$ cat config.mk
export PLATFORM = sky130hd
export DESIGN_NAME = tsb_cell
export DESIGN_NICKNAME = d
export VERILOG_FILES = /design/src/hdl/tsb_pkg.sv /design/src/hdl/tsb_cell.sv
export SDC_FILE = /design/constraint.sdc
export NUM_CORES = 1
export LEC_CHECK = 0
export BUFFER_PORTS_ARGS = -buffer_cell sky130_fd_sc_hd__buf_4
export CAP_MARGIN = 20
export CORE_MARGIN = 5
export CORE_UTILIZATION = 54
export DETAILED_ROUTE_END_ITERATION = 12
export GPL_ROUTABILITY_DRIVEN = 0
export HOLD_SLACK_MARGIN = 0.08
export MAX_ROUTING_LAYER = met4
export PLACE_DENSITY = 0.85
export SLEW_MARGIN = 5
export SYNTH_ARGS = -nofsm -noshare
export SYNTH_HDL_FRONTEND = slang
export SYNTH_SLANG_ARGS = --single-unit
$ cat constraint.sdc
create_clock -name i_clk -period 7.4 [get_ports i_clk]
set_clock_uncertainty 0.2 [all_clocks]
set_input_delay 1.11 -clock i_clk [delete_from_list [all_inputs] [get_ports i_clk]]
set_output_delay 1.11 -clock i_clk [all_outputs]
set_load 0.01 [all_outputs]
$ cat src/hdl/tsb_pkg.sv
// shared types and constants for the store buffer with load forwarding
// no dependencies; imported by tsb_cell and the top level
`default_nettype none

package tsb_pkg;

    localparam int DEPTH  = 16;
    localparam int CNT_W  = $clog2(DEPTH + 1);
    localparam int IDX_W  = $clog2(DEPTH);
    localparam int ADDR_W = 32;
    localparam int SIZE_W = 4;
    localparam int DATA_W = 64;
    localparam int DU_W   = 5;
    localparam int MAX_SIZE = 8;

    typedef enum logic [2:0] {
        OP_STORE  = 3'd0,
        OP_LOAD   = 3'd1,
        OP_FENCE  = 3'd2,
        OP_DRAIN  = 3'd3,
        OP_ATOMIC = 3'd4
    } t_op;

    typedef enum logic [2:0] {
        ST_BUFFERED = 3'd0,
        ST_FORWARD  = 3'd1,
        ST_READ     = 3'd2,
        ST_STALL    = 3'd3,
        ST_WRITE    = 3'd4,
        ST_FULL     = 3'd5,
        ST_ERROR    = 3'd6
    } t_status;

    typedef struct packed {
        t_op                op;
        logic [ADDR_W-1:0]  addr;
        logic [SIZE_W-1:0]  size;
        logic [DATA_W-1:0]  data;
    } t_in_item;

    typedef struct packed {
        t_status            status;
        logic [ADDR_W-1:0]  mem_addr;
        logic [SIZE_W-1:0]  mem_size;
        logic [DATA_W-1:0]  value;
        logic [DU_W-1:0]    drain_until;
        logic               wake;
    } t_out_item;

    typedef struct packed {
        logic [ADDR_W-1:0]  addr;
        logic [SIZE_W-1:0]  size;
        logic [DATA_W-1:0]  data;
    } t_entry;

    typedef struct packed {
        logic [ADDR_W-1:0]  addr;
        logic [SIZE_W-1:0]  size;
    } t_query;

    typedef struct packed {
        logic shift;
        logic write;
        logic cmp;
    } t_cell_ctl;

endpackage

`default_nettype wire

$ cat src/hdl/tsb_cell.sv
// one buffer slot: holds an entry, shifts toward the oldest end on drain,
// and registers its overlap and exact-match flags; uses tsb_pkg
`default_nettype none

module tsb_cell (
    input  wire logic               i_clk,
    input  wire tsb_pkg::t_cell_ctl i_ctl,
    input  wire tsb_pkg::t_entry    i_wr,
    input  wire tsb_pkg::t_entry    i_next,
    input  wire tsb_pkg::t_query    i_q,
    output tsb_pkg::t_entry         o_entry,
    output logic                    o_hit,
    output logic                    o_exact
);
    import tsb_pkg::*;

    t_entry             r_entry;
    logic               r_hit;
    logic               r_exact;
    logic [ADDR_W-1:0]  w_d_fwd;
    logic [ADDR_W-1:0]  w_d_bwd;
    logic               w_ovl;

    // wrapping byte-range overlap
    assign w_d_fwd = r_entry.addr - i_q.addr;
    assign w_d_bwd = i_q.addr - r_entry.addr;
    assign w_ovl   = (w_d_fwd < {{(ADDR_W-SIZE_W){1'b0}}, i_q.size})
                  || (w_d_bwd < {{(ADDR_W-SIZE_W){1'b0}}, r_entry.size});

    always_ff @(posedge i_clk) begin
        if (i_ctl.shift) begin
            r_entry <= i_next;
        end else if (i_ctl.write) begin
            r_entry <= i_wr;
        end
        if (i_ctl.cmp) begin
            r_hit   <= w_ovl;
            r_exact <= (r_entry.addr == i_q.addr) && (r_entry.size == i_q.size);
        end
    end

    assign o_entry = r_entry;
    assign o_hit   = r_hit;
    assign o_exact = r_exact;

endmodule

`default_nettype wire

* After elaboration in Yosys (flattened, before gate mapping)
Cells that the tools add are included.
** Storage, ports and cells
- Register bits after elaboration :: 102
- Input bits :: 240
- Output and inout bits :: 102
- Logic and storage cells :: 16
** Cells by class
- Add/sub/neg operators :: 2
- $lt $le $gt $ge :: 2
- Equality and inequality tests :: 2
- Muxes and demuxes :: 2
- Reductions and logical operators :: 3
** Operator list (count)
- 100-bit 2-to-1 mux :: 2
- 32-bit by 4-bit less-than comparator with 1-bit output :: 2
- 32-bit subtractor :: 2
- 32-bit == test :: 1
- 4-bit == test :: 1
- 2-bit nonzero test :: 1
- 1-bit logical AND :: 1
- 1-bit logical OR :: 1

* Depth between registers and ports, before layout
- Depth in word-level cells :: 3
- Depth in mapped cells :: 16
- Gate-level depth less buffers :: 16

* Least setup slack after synthesis
OpenSTA, ideal clock, no wires.
- Path kind :: input -> register
- Start :: input port i_q[4] (netlist bit)
- End :: register r_hit (netlist: o_hit) (data pin)
- Setup time :: 180 ps
- Data arrival time :: 4242 ps
- Data required time :: 7020 ps
- Path slack :: 2778 ps
- Stages :: 13
- Buffers on the path :: 0
- Path through :: inv_1 -> ha_1 -> inv_1 -> fa_1 -> a211oi_2 -> nor2_1 -> or4b_1 -> mux4_2 -> or2_0 -> a311oi_1 -> nand4_1 -> or4_1 -> o41ai_2
** Between the ends
- Longest elaborated chain between the ends :: 3
- Elaborated cells on any way between the ends :: 5
- Those cells by class :: add/sub: 2; order compare: 2; reduce/logical: 1
** Ends and longest elaborated chain
- from (decl) :: RTL line tsb_cell.sv:10 : input wire tsb_pkg::t_query i_q,
- 32-bit subtractor, on equally long branches :: RTL line tsb_cell.sv:25, tsb_cell.sv:26
- 32-bit by 4-bit less-than comparator with 1-bit output, on equally long branches :: RTL line tsb_cell.sv:27, tsb_cell.sv:28
- 1-bit logical OR * :: RTL line tsb_cell.sv:28 : || (w_d_bwd < {{(ADDR_W-SIZE_W){1'b0}}, r_entry.size});
- net w_ovl :: RTL line tsb_cell.sv:22 : logic w_ovl;
- to (signal assigned) :: RTL line tsb_cell.sv:37 : r_hit <= w_ovl;
- to (decl) :: RTL line tsb_cell.sv:18 : logic r_hit;
Mark *: on every way through the listed nets, which the timed path passes. The rest lies on a longest branch.
A chain may end at the register's enable or synchronous reset.

* Final worst setup path
Same ends and word-level chain as after synthesis.

==> flow_summary.toml <==
[synth]
netlist_instances = 843
syn_area_um2 = 8360
avgSynthCellArea_um2 = 9.92
synth_cell_types = 68
synth_edf_count = 102
synth_nets = 1153
ys_top_cells_by_area = "edfxtp_1 (37%), mux2_2 (14%), ha_1 (10%)"
yosysWarnings = 0
synthArstFlopShare_pct = 0
yosys.area.top_type = "edfxtp_1"
ys_ff_latch = 102
ys_seq_area_share_pct = 36.6
ys.flop_type = "edfxtp_1"
synth_top_area_share_pct = 36.6

[drt]
drc = 0
drt-total-wl_um = 27500
dr.first_iter.drc_count = 1043
vias_per_cell = 6.04
post_drt_wl_per_cell_um = 20.4
ant_nets = 0
route.vias.total = 8158
wl_met1_um = 9900
dr_wl_met3_um = 2860
highest_layer = "met4"
first_pass_iters = 8
route.met2.wl_um = 13600

[floorplanning]
io-pin-count = 342
core-area_um2 = 15200
initial_core_util_pct = 55.0
die_x_um = 134
die_height_um = 134
die_area_um2 = 18100
row_count = 45

[timing]
tns_ps = 0
fmax_ghz = 0.210
hold_ws_ps = 760
finalMaxSlewViolations = 0
worstMarginPinSlew_ps = 905
hold_violations = 0
min_period_ps = 4770
rsz0062_at_grt = "false"
setup_viol = 0
fin_crit_sh_pct = 64.5
final.setup.worst_slack_ps = 2630
max_slew_margin_pct = 38.9

[layout]
fillCellCount = 1131
drive_above_1_share_pct = 40.7
num-nets-final = 1468
most-common-layout-cells = "buf_4 (344), mux2_2 (102), edfxtp_1 (102)"
antenna-diode-count = 0
final_common_cell = "buf_4"
syn_to_final_growth_pct = 35.1
stdcell_area_um2 = 11300

[critical_path]
r2r_cells = 14
critPathLaunch = "i_q[4]"
ff2ff_setup_slack_ps = 3070
cp-end-kind = "flip-flop"
cp_max_fo = 2
r2r-end = "o_hit"
crit_required_ps = 7370
endpoint = "o_hit"
r2r-start = "o_entry[68]"
arrival_ps = 4750
crit_path_start_kind = "input port"
critical_path_class = "in -> reg"

[clocking]
cts_setup_buffers = 0
clock-root-buffer = "clkbuf_16"
path_clk_slew_ps = 80
holdBufCountCts = 0
cts_htree_levels = 3
worstSkewPairLatency_ps = 360
cts_tree = "done"
cts_resized = 0
clock_sinks = 102
numCtsBuffers = 9
clock_path_buffers = 2

[hold_path]
hold_path_class = "reg -> reg"
min_delay_path_depth = 4

[global_routing]
grt_pass1_vias = 8001
grt_usage_pct = 30.6
antenna_found_initial = 0
grt_overflow = 0
grt_max_degree = 68
grt_pass1_wl_um = 42500

[place]
dpl-instance-area_um2 = 11000
dp_hpwl_um = 22100
io_buffer_count = 341
place_ws_ps = 2350

[pwr]
powerDensity_nw_per_um2 = 188
power_w = 0.00212
peakVddDrop_v = 0.000160
p_leak_nw = 5.14

[job]
maxCapViolations = 0

[run_status]
status = "finished clean"
[cell families (layout without fill, tap and decap cells)]
| logic type | count (synthesis) | after routing | synth area share [%] |
|---|---|---|---|
| flip-flops | 102 | 102 | 36.6 |
| adder cells (fa/ha/maj) | 70 | 70 | 10.7 |
| XOR/XNOR | 33 | 33 | 3.46 |
| AND/OR/NAND/NOR | 165 | 165 | 9.95 |
| buffers and inverters | 124 | 444 | 5.86 |
| multiplexers | 107 | 107 | 14.5 |
| AO/OA/AOI/OAI | 242 | 242 | 19.0 |
[registers in the layout (all words and copies together) (netlist names)]
| name | cells |
|---|---|
| o_entry | 100 |
| o_hit | 1 |
| o_exact | 1 |
[cell type report]
cell class	instances	area, um^2	share of cell area [%]
inverter	84	315	2.79
sequential	102	3060	27.1
clock buffer	10	229	2.03
clock inverter	6	58.8	0.521
timing repair buffer	344	2580	22.9
tap	188	235	2.08
multi-input combinational	617	4810	42.6
[synth_stat cells (9+ instances only)]
| library cell | count |
|---|---|
| edfxtp_1 | 102 |
| mux2_2 | 102 |
| inv_1 | 84 |
| ha_1 | 68 |
| a21oi_1 | 66 |
| o21ai_0 | 53 |
| nand2_1 | 43 |
| nor2_1 | 38 |
| clkbuf_1 | 27 |
| nand4_1 | 20 |
| xor2_1 | 20 |
| a21o_1 | 17 |
| o21a_1 | 17 |
| a211oi_1 | 16 |
| xnor2_1 | 13 |
| nor3_1 | 12 |
| buf_2 | 11 |
| o211ai_1 | 9 |
[how the worst min path moves through the flow]
stage,from,to
floorplan,o_entry[68],o_exact
global placement,o_entry[66],o_exact
detailed placement,o_entry[65],o_exact
CTS,i_ctl[0],o_exact
global route,i_ctl[0],o_exact
finish,o_entry[67],o_exact
[through the flow]
step | std cells | util (%)
after detailed placement | 1335 | 72.4
after global placement | 1335 | 72.4
after global routing | 1351 | 74.3
after floorplan | 843 | -
final | 1351 | 74.3
after CTS | 1351 | 74.3
[worst max-delay path, cell delays in order]
cell	delay (ps)
buf_4	110
inv_1	50
ha_1	160
inv_1	60
fa_1	460
ha_1	280
a21boi_0	120
o21a_1	170
o21ai_0	260
o2111ai_1	180
nor4_1	320
nand4_1	120
nor4_1	350
nand4_1	150
or4_1	560
o41ai_2	290
[metal layers]
layer / GRT usage (%) / vias to the layer above
met3: 7.91 / 106
met1: 36.2 / 3758
met4: 10.3 / 0
li1: - / 3758
met2: 50.8 / 536
met5: - / -
[where the power goes]
| group | switching (W) | leakage [nW] | internal, W |
|---|---|---|---|
| sequential | 0.0000305 | 1.04 | 0.000709 |
| clock | 0.000241 | 0.139 | 0.000239 |
| combinational | 0.000497 | 3.96 | 0.000405 |
| total | 0.000768 | 5.14 | 0.00135 |
Note: power is estimated with default switching activity, not from simulation.
